==> src/cog_pkg.sv <==
`timescale 1ns / 1ps

package cog_pkg;

  // Fixed ladder of six legs and seven links
  localparam int NUM_OSC     = 6;
  localparam int IDX_W       = 3;
  localparam int PHASE_W     = 16;
  localparam int NUM_LINKS   = 7;
  localparam int LINK_W      = 3;
  localparam int NUM_ENTRIES = 14;
  localparam int ENTRY_W     = 4;
  localparam logic [ENTRY_W-1:0] LAST_ENTRY = 4'd13;

  // Accumulated sine sum (up to three Q14 terms) and oscillator rate
  localparam int SUM_W  = 18;
  localparam int RATE_W = 18;

  // Register indexes of the configuration port
  localparam logic [1:0] REG_BASE_FREQ = 2'd0;
  localparam logic [1:0] REG_GAIT      = 2'd1;

  localparam logic [15:0] FREQ_RESET = 16'd652;

  // Codes carried in tuser
  localparam logic ACT_ADVANCE = 1'b0;
  localparam logic ACT_LOAD    = 1'b1;

  // Gait codes
  localparam logic [1:0] GSEL_NONE        = 2'd0;
  localparam logic [1:0] GSEL_METACHRONAL = 2'd1;
  localparam logic [1:0] GSEL_RIPPLE      = 2'd2;
  localparam logic [1:0] GSEL_TRIPOD      = 2'd3;

  // Sine polynomial constants, Q14
  localparam logic [14:0] QUARTER_TURN = 15'd16384;
  localparam logic [10:0] POLY_C3      = 11'd1160;
  localparam logic [13:0] POLY_C2      = 14'd10512;
  localparam logic [14:0] POLY_C1      = 15'd25736;

  // 65536 / (8 * pi): Q14 sine sum to Q4.12 turns per second
  localparam logic signed [31:0] COUPLING_GAIN  = 32'sd2608;
  localparam logic signed [31:0] COUPLING_ROUND = 32'sd32768;
  localparam logic signed [34:0] STEP_ROUND     = 35'sd2048;

  // One half-link seen from one oscillator: entries are grouped by oscillator
  typedef struct packed {
    logic [IDX_W-1:0]  self_idx;
    logic [IDX_W-1:0]  nbr_idx;
    logic [LINK_W-1:0] link;
    logic              is_a;   // self is the first end of the link
    logic              last;   // last neighbor of this oscillator
  } cog_entry_t;

  function automatic cog_entry_t cog_entry(input logic [ENTRY_W-1:0] e);
    cog_entry_t r;
    case (e)
      4'd0:    r = '{3'd0, 3'd1, 3'd0, 1'b1, 1'b0};
      4'd1:    r = '{3'd0, 3'd2, 3'd1, 1'b1, 1'b1};
      4'd2:    r = '{3'd1, 3'd0, 3'd0, 1'b0, 1'b0};
      4'd3:    r = '{3'd1, 3'd3, 3'd2, 1'b1, 1'b1};
      4'd4:    r = '{3'd2, 3'd0, 3'd1, 1'b0, 1'b0};
      4'd5:    r = '{3'd2, 3'd3, 3'd3, 1'b1, 1'b0};
      4'd6:    r = '{3'd2, 3'd4, 3'd4, 1'b1, 1'b1};
      4'd7:    r = '{3'd3, 3'd1, 3'd2, 1'b0, 1'b0};
      4'd8:    r = '{3'd3, 3'd2, 3'd3, 1'b0, 1'b0};
      4'd9:    r = '{3'd3, 3'd5, 3'd5, 1'b1, 1'b1};
      4'd10:   r = '{3'd4, 3'd2, 3'd4, 1'b0, 1'b0};
      4'd11:   r = '{3'd4, 3'd5, 3'd6, 1'b1, 1'b1};
      4'd12:   r = '{3'd5, 3'd3, 3'd5, 1'b0, 1'b0};
      4'd13:   r = '{3'd5, 3'd4, 3'd6, 1'b0, 1'b1};
      default: r = '{3'd0, 3'd0, 3'd0, 1'b0, 1'b1};
    endcase
    return r;
  endfunction

  // Link phase bias in 16-bit turns per gait
  function automatic logic [PHASE_W-1:0] gait_bias(input logic [1:0] gait,
                                                   input logic [LINK_W-1:0] link);
    logic [PHASE_W-1:0] r;
    logic               end_link;
    end_link = (link == 3'd0) || (link == 3'd3) || (link == 3'd6);
    case (gait)
      GSEL_NONE:        r = 16'd0;
      GSEL_METACHRONAL: r = end_link ? 16'd32768 : 16'd10923;
      GSEL_RIPPLE:      r = end_link ? 16'd32768 : 16'd16384;
      GSEL_TRIPOD:      r = 16'd32768;
      default:          r = 16'd0;
    endcase
    return r;
  endfunction

endpackage

==> src/cog_ram.sv <==
`timescale 1ns / 1ps

module cog_ram #(
  parameter int WIDTH = 16,
  parameter int DEPTH = 16
) (
  input  logic                     clk,
  input  logic                     wr_en,
  input  logic [$clog2(DEPTH)-1:0] wr_addr,
  input  logic [WIDTH-1:0]         wr_data,
  input  logic [$clog2(DEPTH)-1:0] rd_addr,
  output logic [WIDTH-1:0]         rd_data
);

  logic [WIDTH-1:0] mem [DEPTH];

  always_ff @(posedge clk) begin
    if (wr_en) begin
      mem[wr_addr] <= wr_data;
    end
    rd_data <= mem[rd_addr];
  end

endmodule

==> src/coupled_oscillator_gait_generator.sv <==
`timescale 1ns / 1ps
// Six-leg coupled oscillator pattern generator, phases kept in a two-bank RAM.
// Load beat: written in idle, then the six phases are read out; no new beat is taken until
// the result is raised. Advance beat: per oscillator ST_RDSELF and ST_GETSELF, then ST_ANGLE
// and ST_M1..ST_M4 for each half-link through the polynomial sequencer, then ST_RATE and
// ST_STEP; then readout. No new beat is taken until the result is raised; a waiting result holds readout.
// Reset (rst, synchronous): a clearing pass zeroes the phase bank before s_tready.
module coupled_oscillator_gait_generator #(
  parameter int SINE_ADDR_BITS = 8
) (
  input  logic        clk,
  input  logic        rst,
  // input stream
  input  logic        s_tvalid,
  output logic        s_tready,
  input  logic [39:0] s_tdata,   // time_step[15:0], osc_index[18:16], load_value[34:19]
  input  logic        s_tuser,   // action
  // result stream
  output logic        m_tvalid,
  input  logic        m_tready,
  output logic [95:0] m_tdata,   // phase_leg1[15:0] .. phase_leg6[95:80]
  // configuration writes
  input  logic        cfg_valid,
  output logic        cfg_ready,
  input  logic [1:0]  cfg_index,
  input  logic [15:0] cfg_data
);

  localparam int PW     = cog_pkg::PHASE_W;
  localparam int IW     = cog_pkg::IDX_W;
  localparam int ADDR_W = IW + 1;
  localparam int DEPTH  = 2 ** ADDR_W;
  // keep only the top SINE_ADDR_BITS of the sine angle
  localparam logic [PW-1:0] ANGLE_MASK = ~PW'((1 << (PW - SINE_ADDR_BITS)) - 1);
  localparam logic [IW-1:0] NUM_OSC_I  = IW'(cog_pkg::NUM_OSC);

  // sequencer states
  localparam logic [3:0] ST_CLEAR   = 4'd0;
  localparam logic [3:0] ST_IDLE    = 4'd1;
  localparam logic [3:0] ST_RDSELF  = 4'd2;
  localparam logic [3:0] ST_GETSELF = 4'd3;
  localparam logic [3:0] ST_ANGLE   = 4'd4;
  localparam logic [3:0] ST_M1      = 4'd5;
  localparam logic [3:0] ST_M2      = 4'd6;
  localparam logic [3:0] ST_M3      = 4'd7;
  localparam logic [3:0] ST_M4      = 4'd8;
  localparam logic [3:0] ST_RATE    = 4'd9;
  localparam logic [3:0] ST_STEP    = 4'd10;
  localparam logic [3:0] ST_OUT     = 4'd11;

  // configuration registers
  logic signed [15:0] base_frequency;
  logic [1:0]         gait_select;

  // control
  logic [3:0]                      state;
  logic [cog_pkg::ENTRY_W-1:0]     entry;
  logic                            bank;     // bank holding the current phases
  logic [IW-1:0]                   cnt;

  // datapath registers
  logic [PW-1:0]                   dt;
  logic [PW-1:0]                   pself;
  logic [14:0]                     t;
  logic                            neg;
  logic [14:0]                     t2;
  logic [13:0]                     inner;
  logic [14:0]                     mid;
  logic signed [cog_pkg::SUM_W-1:0]  sum;
  logic signed [cog_pkg::RATE_W-1:0] rate;
  logic [PW-1:0]                   out_ph [cog_pkg::NUM_OSC];

  // RAM ports
  logic              wr_en;
  logic [ADDR_W-1:0] wr_addr;
  logic [PW-1:0]     wr_data;
  logic [ADDR_W-1:0] rd_addr;
  logic [PW-1:0]     rd_data;

  // combinational helpers
  cog_pkg::cog_entry_t ent;
  cog_pkg::cog_entry_t ent_next;
  logic                s_accept;
  logic                in_action;
  logic [PW-1:0]       in_dt;
  logic [IW-1:0]       in_idx;
  logic [PW-1:0]       in_load;
  logic [PW-1:0]       bias;
  logic [PW-1:0]       angle;
  logic [13:0]         ang_r;
  logic [29:0]         prod_sq;
  logic [25:0]         prod_c3;
  logic [28:0]         prod_inner;
  logic [29:0]         prod_sin;
  logic [15:0]         sin_mag;
  logic signed [cog_pkg::SUM_W-1:0] sin_val;
  logic signed [31:0]  cpl_prod;
  logic signed [31:0]  cpl_round;
  logic signed [34:0]  step_prod;
  logic signed [34:0]  step_round;
  logic [PW-1:0]       new_phase;

  assign in_action = s_tuser;
  assign in_dt     = s_tdata[15:0];
  assign in_idx    = s_tdata[18:16];
  assign in_load   = s_tdata[34:19];

  assign s_tready  = (state == ST_IDLE);
  assign s_accept  = s_tvalid && s_tready;
  assign cfg_ready = 1'b1;

  assign ent      = cog_pkg::cog_entry(entry);
  assign ent_next = cog_pkg::cog_entry(entry + 1'b1);

  // Configuration registers; the user must write them only while the block is idle (not enforced here).
  always_ff @(posedge clk) begin
    if (rst) begin
      base_frequency <= signed'(cog_pkg::FREQ_RESET);
      gait_select    <= cog_pkg::GSEL_NONE;
    end else if (cfg_valid && cfg_ready) begin
      case (cfg_index)
        cog_pkg::REG_BASE_FREQ: base_frequency <= signed'(cfg_data);
        cog_pkg::REG_GAIT:      gait_select    <= cfg_data[1:0];
        default: ;
      endcase
    end
  end

  // Phase store: bank bit on top, oscillator index below. Advance reads the current
  // bank and writes the other, so all oscillators see the old phases; flip at the end.
  cog_ram #(
    .WIDTH(PW),
    .DEPTH(DEPTH)
  ) u_phase_ram (
    .clk    (clk),
    .wr_en  (wr_en),
    .wr_addr(wr_addr),
    .wr_data(wr_data),
    .rd_addr(rd_addr),
    .rd_data(rd_data)
  );

  // Angle seen from self: p_nbr - p_self - b for the first link end, + b for the other.
  assign bias  = cog_pkg::gait_bias(gait_select, ent.link);
  assign angle = (ent.is_a ? (rd_data - pself - bias) : (rd_data - pself + bias))
                 & ANGLE_MASK;
  assign ang_r = angle[13:0];

  // Sine polynomial: one product per state, registered before the next.
  assign prod_sq    = t * t;
  assign prod_c3    = t2 * cog_pkg::POLY_C3;
  assign prod_inner = t2 * inner;
  assign prod_sin   = t * mid;
  assign sin_mag    = prod_sin[29:14];
  assign sin_val    = neg ? -$signed({2'b00, sin_mag}) : $signed({2'b00, sin_mag});

  // Coupling sum to Q4.12 rate, rounded, floor via arithmetic shift.
  assign cpl_prod  = sum * cog_pkg::COUPLING_GAIN;
  assign cpl_round = cpl_prod + cog_pkg::COUPLING_ROUND;

  // Phase step: rate * dt rounded, taken modulo one turn.
  assign step_prod  = rate * $signed({1'b0, dt});
  assign step_round = step_prod + cog_pkg::STEP_ROUND;
  assign new_phase  = pself + step_round[27:12];

  // Write port: clearing pass, loads, and new phases into the idle bank.
  always_comb begin
    wr_en   = 1'b0;
    wr_addr = {bank, ent.self_idx};
    wr_data = new_phase;
    case (state)
      ST_CLEAR: begin
        wr_en   = 1'b1;
        wr_addr = {1'b0, cnt};
        wr_data = '0;
      end
      ST_IDLE: begin
        wr_en   = s_accept && (in_action == cog_pkg::ACT_LOAD) && (in_idx < NUM_OSC_I);
        wr_addr = {bank, in_idx};
        wr_data = in_load;
      end
      ST_STEP: begin
        wr_en   = 1'b1;
        wr_addr = {~bank, ent.self_idx};
        wr_data = new_phase;
      end
      default: ;
    endcase
  end

  // Read port: self phase, then neighbor phases; the next neighbor is fetched
  // during the last polynomial state so its data is ready at ST_ANGLE.
  always_comb begin
    case (state)
      ST_RDSELF:  rd_addr = {bank, ent.self_idx};
      ST_GETSELF: rd_addr = {bank, ent.nbr_idx};
      ST_M4:      rd_addr = {bank, ent_next.nbr_idx};
      ST_OUT:     rd_addr = {bank, cnt};
      default:    rd_addr = {bank, ent.self_idx};
    endcase
  end

  // Sequencer and datapath
  always_ff @(posedge clk) begin
    if (rst) begin
      state    <= ST_CLEAR;
      entry    <= '0;
      bank     <= 1'b0;
      cnt      <= '0;
      m_tvalid <= 1'b0;
    end else begin
      // drop the result once the beat is taken
      if (m_tvalid && m_tready) begin
        m_tvalid <= 1'b0;
      end
      case (state)
        ST_CLEAR: begin
          if (cnt == NUM_OSC_I - 1'b1) begin
            cnt   <= '0;
            state <= ST_IDLE;
          end else begin
            cnt <= cnt + 1'b1;
          end
        end
        ST_IDLE: begin
          if (s_accept) begin
            cnt <= '0;
            if (in_action == cog_pkg::ACT_LOAD) begin
              state <= ST_OUT;
            end else begin
              dt    <= in_dt;
              entry <= '0;
              sum   <= '0;
              state <= ST_RDSELF;
            end
          end
        end
        ST_RDSELF: begin
          state <= ST_GETSELF;
        end
        ST_GETSELF: begin
          pself <= rd_data;
          state <= ST_ANGLE;
        end
        ST_ANGLE: begin
          // fold the quadrant into a quarter-turn argument
          t     <= angle[14] ? (cog_pkg::QUARTER_TURN - {1'b0, ang_r}) : {1'b0, ang_r};
          neg   <= angle[15];
          state <= ST_M1;
        end
        ST_M1: begin
          t2    <= prod_sq[28:14];
          state <= ST_M2;
        end
        ST_M2: begin
          inner <= cog_pkg::POLY_C2 - {3'b000, prod_c3[24:14]};
          state <= ST_M3;
        end
        ST_M3: begin
          mid   <= cog_pkg::POLY_C1 - prod_inner[28:14];
          state <= ST_M4;
        end
        ST_M4: begin
          sum <= sum + sin_val;
          if (ent.last) begin
            state <= ST_RATE;
          end else begin
            entry <= entry + 1'b1;
            state <= ST_ANGLE;
          end
        end
        ST_RATE: begin
          // coupling term is signed: sign-extend it like the base frequency
          rate  <= cog_pkg::RATE_W'(base_frequency) +
                   cog_pkg::RATE_W'($signed(cpl_round[31:16]));
          state <= ST_STEP;
        end
        ST_STEP: begin
          sum <= '0;
          if (entry == cog_pkg::LAST_ENTRY) begin
            bank  <= ~bank;
            cnt   <= '0;
            state <= ST_OUT;
          end else begin
            entry <= entry + 1'b1;
            state <= ST_RDSELF;
          end
        end
        ST_OUT: begin
          // hold until the previous result is gone, then read all six phases out
          if (!(cnt == '0 && m_tvalid)) begin
            if (cnt != '0) begin
              out_ph[cnt - 1'b1] <= rd_data;
            end
            if (cnt == NUM_OSC_I) begin
              m_tvalid <= 1'b1;
              cnt      <= '0;
              state    <= ST_IDLE;
            end else begin
              cnt <= cnt + 1'b1;
            end
          end
        end
        default: begin
          state <= ST_IDLE;
        end
      endcase
    end
  end

  always_comb begin
    for (int i = 0; i < cog_pkg::NUM_OSC; i++) begin
      m_tdata[i*PW +: PW] = out_ph[i];
    end
  end

`ifndef SYNTHESIS
  // bank flips only at the end of the last oscillator update
  a_bank_flip: assert property (@(posedge clk) disable iff (rst)
    (bank != $past(bank)) |-> ($past(state) == ST_STEP &&
                               $past(entry) == cog_pkg::LAST_ENTRY))
    else $error("phase bank flipped outside the final step");

  // new phases never land in the bank still being read
  a_step_bank: assert property (@(posedge clk) disable iff (rst)
    (state == ST_STEP) |-> (wr_en && wr_addr[ADDR_W-1] != bank))
    else $error("advance wrote into the current phase bank");

  // a result appears only from the readout sequence
  a_result_src: assert property (@(posedge clk) disable iff (rst)
    $rose(m_tvalid) |-> ($past(state) == ST_OUT && $past(cnt) == NUM_OSC_I))
    else $error("result raised outside readout");

  // at most three Q14 sine terms per oscillator
  a_sum_range: assert property (@(posedge clk) disable iff (rst)
    (state == ST_RATE) |-> (sum <= 18'sd49152 && sum >= -18'sd49152))
    else $error("coupling sum out of range");
`endif

endmodule

==> config.mk <==
export PLATFORM = sky130hd
export DESIGN_NAME = coupled_oscillator_gait_generator
export DESIGN_NICKNAME = d
export VERILOG_FILES = /design/src/cog_pkg.sv /design/src/cog_ram.sv /design/src/coupled_oscillator_gait_generator.sv
export SDC_FILE = /design/constraint.sdc
export NUM_CORES = 2
export LEC_CHECK = 0
export ABC_CLOCK_PERIOD_IN_PS = 11300
export BUFFER_PORTS_ARGS = -buffer_cell sky130_fd_sc_hd__buf_2
export CAP_MARGIN = 5
export CORE_ASPECT_RATIO = 2
export CORE_MARGIN = 5
export CORE_UTILIZATION = 32
export CTS_BUF_LIST = sky130_fd_sc_hd__clkbuf_4
export CTS_CLUSTER_SIZE = 14
export DETAILED_ROUTE_END_ITERATION = 6
export PLACE_DENSITY = 0.49
export SLEW_MARGIN = 20
export SYNTH_ARGS = -nofsm -noshare
export SYNTH_HDL_FRONTEND = slang
export SYNTH_SLANG_ARGS = --single-unit
==> constraint.sdc <==
create_clock -name clk -period 11.3 [get_ports clk]
set_clock_uncertainty 0.15 [all_clocks]
set_input_delay 1.695 -clock clk [delete_from_list [all_inputs] [get_ports clk]]
set_output_delay 1.695 -clock clk [all_outputs]
set_load 0.01 [all_outputs]
==> metrics.csv <==
stage,metric,value,unit
die,io-pin-count,163,
route,wire_per_inst,18.6,um
place,port_buffers,156,
timing,finalSetupTns,0,ns
run_status,run_status,"finished, final reports clean",
die,die_y,548,um
grt,grtUsageMet3,2.00,%
clock_network,clock_insertion_delay_worst_skew,1.01,ns
power,p_leak,0.0225,uW
logic_synthesis,synthDistinctLibCells,102,
clock_network,clock-sinks,524,
layout,post_layout_nonfiller_instances,6569,
logic_synthesis,synthesis.area_per_instance,10.5,um2
clock_network,cts_tree,yes,
logic_synthesis,synth_sequential_area_ratio,32.7,%
clock_network,cts_max_path_buffers,3,
place,routabilityCongestion,0.784,
setup_path,critical_path_class,reg -> reg,
logic_synthesis,post_synthesis_cells,4399,
logic_synthesis,ys_warnings,0,
place,hpwl_after_dpl,93700,um
layout,nets,5609,
die,placementRows,197,
route,1st_iter_drt_viols,1325,
die,floorplan.die_area,0.153,mm2
layout,drive_gt1_share,10.8,%
logic_synthesis,post_synth_most_frequent_cells,"sky130_fd_sc_hd__inv_1, sky130_fd_sc_hd__ha_1, sky130_fd_sc_hd__nand2_1, sky130_fd_sc_hd__edfxtp_1, sky130_fd_sc_hd__fa_1",
timing,final-setup-viol-count,0,
logic_synthesis,synth.cell_area,0.0464,mm2
min_path,min_path_type,reg -> reg,
grt,grt.busiest_layer,met2,
clock_network,cts.repair.resized,0,
place,dp.cells,6349,
route,totalWireLength,122000,um
route,drtAntennaViolNets,0,
die,initial_standard_cell_utilization_of_the_core,32.2,%
setup_path,critical_path_top_delay_cell,sky130_fd_sc_hd__edfxtp_1,
route,dr.pass1.iters,7,
route,vias_per_cell,4.83,
timing,achievable-frequency,0.113,GHz
die,core-area,0.144,mm2
setup_path,timing.critical_path.fanout_max,17,
setup_path,critical_path.startpoint_type,flip-flop,
logic_synthesis,yosysTopAreaCell,sky130_fd_sc_hd__edfxtp_1,
setup_path,worstPathBufferInverterCount,4,
timing,worst_slew_margin,25.7,%
grt,antenna_found_initial,5,
timing,period_minus_slack,8.84,ns
grt,wire_length_of_the_first_global_routing_pass,193000,um
setup_path,timing.critical_path.max_delay_family,adder cells,
grt,globalRouteMet2Util,32.4,%
setup_path,path_common_cell,sky130_fd_sc_hd__fa_1,
die,die_width,279,um
timing,rsz0062_at_grt,no,
setup_path,slowest_delay,0.81,ns
timing,worst_slew_pin_slew,1.11,ns
setup_path,cp-end-kind,flip-flop,
setup_path,crit-reg2reg-launch,dt[7],
power,total_power,13500,uW
logic_synthesis,asyncSetResetFlopFracSynth,0,%
layout,syn_to_final_growth,10.4,%
logic_synthesis,synth.top_cell.area_share,30.2,%
clock_network,cts_post_setup_buffers_inserted,0,
grt,grt_pass1_vias,34500,
grt,grtUsageMet1,17.0,%
timing,final_max_slew_viol_count,0,
setup_path,critPathLaunch,dt[7],
logic_synthesis,post-synth-top-count-cell,sky130_fd_sc_hd__inv_1,
flow_run,drv.max_cap_violation_count,0,
clock_network,cts-buffers-inserted,114,
grt,grt_usage,16.0,%
timing,hold_violations,0,
min_path,holdCritStartpoint,base_frequency[13],
logic_synthesis,synthFlopType,sky130_fd_sc_hd__edfxtp_1,
setup_path,timing.critical_path.required,12.00,ns
grt,grt_overflow_total,0,
grt,grt_max_degree,71,
clock_network,clock-root-buffer,sky130_fd_sc_hd__clkbuf_4,
timing,final_worst_path_cycle_share,78.2,%
clock_network,htree_levels,3,
logic_synthesis,synth_nets,5433,
setup_path,worstPathArrival,9.53,ns
route,detail_route.drc_violations,0,
logic_synthesis,synth_enable_flop_cells,466,
clock_network,cts_hold_buf,0,
logic_synthesis,synth.top_cells.by_area,"sky130_fd_sc_hd__edfxtp_1, sky130_fd_sc_hd__fa_1, sky130_fd_sc_hd__ha_1",
route,routed-via-count,31800,
power,max-vdd-ir-drop,0.222,mV
power,powerDensity,264,mW/mm2
logic_synthesis,postSynthRegisterBits,524,
layout,filler_cell_count,14600,
clock_network,clkSlewWorstSetupHoldPaths,0.07,ns
-- where the power goes --
part | leakage, uW | switching, uW | internal [uW]
clock network | 0.000923 | 823 | 769
logic | 0.0168 | 5270 | 3460
registers | 0.00477 | 209 | 2970
total | 0.0225 | 6300 | 7200
-- routing by layer --
metal  share of wire, %  vias to the layer above
li1                   -                    15100
met1                 37                    15900
met2                 57                      551
met3                3.1                      179
met4                2.6                        4
met5              0.017                        -
-- worst register-to-register path: cells and delay by family, from the launching register on --
family / cells / cell delay [ns]
adders and majority gates: 8 / 3.38
buffers and inverters: 4 / 0.42
and+or+nand+nor: 4 / 0.76
DFF: 1 / 0.81
AOI/OAI and AO/OA: 14 / 3.07
xor gates and xnor gates: 1 / 0.10
-- cell type report --
| type | instances | area, um2 | share of cell area [%] |
|---|---|---|---|
| diodes | 4 | 10.0 | 0.0195 |
| repair buffers | 227 | 1310 | 2.57 |
| inverters | 624 | 2340 | 4.57 |
| multi-input cells | 3084 | 28400 | 55.5 |
| flip-flops and latches | 524 | 15200 | 29.6 |
| clock buffers | 161 | 1210 | 2.36 |
| clock inverters | 55 | 387 | 0.755 |
| well taps | 1890 | 2360 | 4.62 |
-- state kept, by name (all words and copies together), names as in the netlist --
name and count:
gait_select 2, u_phase_ram.mem 256, pself 16, entry 4, state 4, rate 17
u_phase_ram.rd_data 16, out_ph 96, inner 12, mid 15, m_tvalid 1, t2 12
bank 1, sum 18, neg 1, dt 16, cnt 3, base_frequency 16
ent 11, t 7
-- path summary, 6_finish.rpt --
kind | end | slack [ns] | depth (start not counted)
max | u_phase_ram.mem[11][13] | 2.46 | 31
min | base_frequency[13] | 0.35 | 2
max reg2reg | u_phase_ram.mem[11][13] | 2.46 | 31
min reg2reg | base_frequency[13] | 0.35 | 2
-- cells in the final DEF, fill, tap and decap left out, types with 23 or more instances in the layout --
cell type,count
sky130_fd_sc_hd__o21ai_0,87
sky130_fd_sc_hd__clkinv_1,32
sky130_fd_sc_hd__xor2_1,70
sky130_fd_sc_hd__nor2b_1,26
sky130_fd_sc_hd__buf_4,71
sky130_fd_sc_hd__a21oi_1,131
sky130_fd_sc_hd__and2_1,342
sky130_fd_sc_hd__nand2_1,503
sky130_fd_sc_hd__a31oi_1,76
sky130_fd_sc_hd__fa_1,448
sky130_fd_sc_hd__edfxtp_1,466
sky130_fd_sc_hd__nand3_1,56
sky130_fd_sc_hd__o21bai_1,27
sky130_fd_sc_hd__o21a_1,24
sky130_fd_sc_hd__dfxtp_1,57
sky130_fd_sc_hd__ha_1,522
sky130_fd_sc_hd__inv_1,623
sky130_fd_sc_hd__nor3_1,47
sky130_fd_sc_hd__nor2_1,142
sky130_fd_sc_hd__a211oi_1,79
sky130_fd_sc_hd__clkbuf_4,161
sky130_fd_sc_hd__xnor2_1,153
sky130_fd_sc_hd__and2_0,23
sky130_fd_sc_hd__a21o_1,36
sky130_fd_sc_hd__buf_2,156
-- through the flow --
| step | instance area, um2 | hold WS, ns | worst slack (ns) | util [%] |
|---|---|---|---|---|
| final | 51200 | 0.347 | 2.46 | 35.5 |
| after global routing | 51200 | 0.385 | 1.87 | 35.5 |
| after CTS | 51200 | 0.349 | 2.19 | 35.5 |
| after detailed placement | 49600 | 0.337 | 2.38 | 34.4 |
| after global placement | 49600 | 0.339 | 2.49 | 34.4 |
| after floorplan | 46400 | 0.291 | 3.10 | - |
-- cell families (layout without fill, tap and decap cells) --
kind of cell / count (synthesis) / after routing / synth area share (%)
flops: 524 / 524 / 32.7
xor+xnor: 223 / 223 / 4.21
compound gates: 583 / 583 / 8.56
mux: 32 / 32 / 1.16
buf+inv: 791 / 1067 / 6.43
other cells: 1 / 5 / 0.00809
fa+ha+maj: 972 / 972 / 33.5
simple gates: 1273 / 1273 / 13.5
Power figures use the tool's default switching activity.
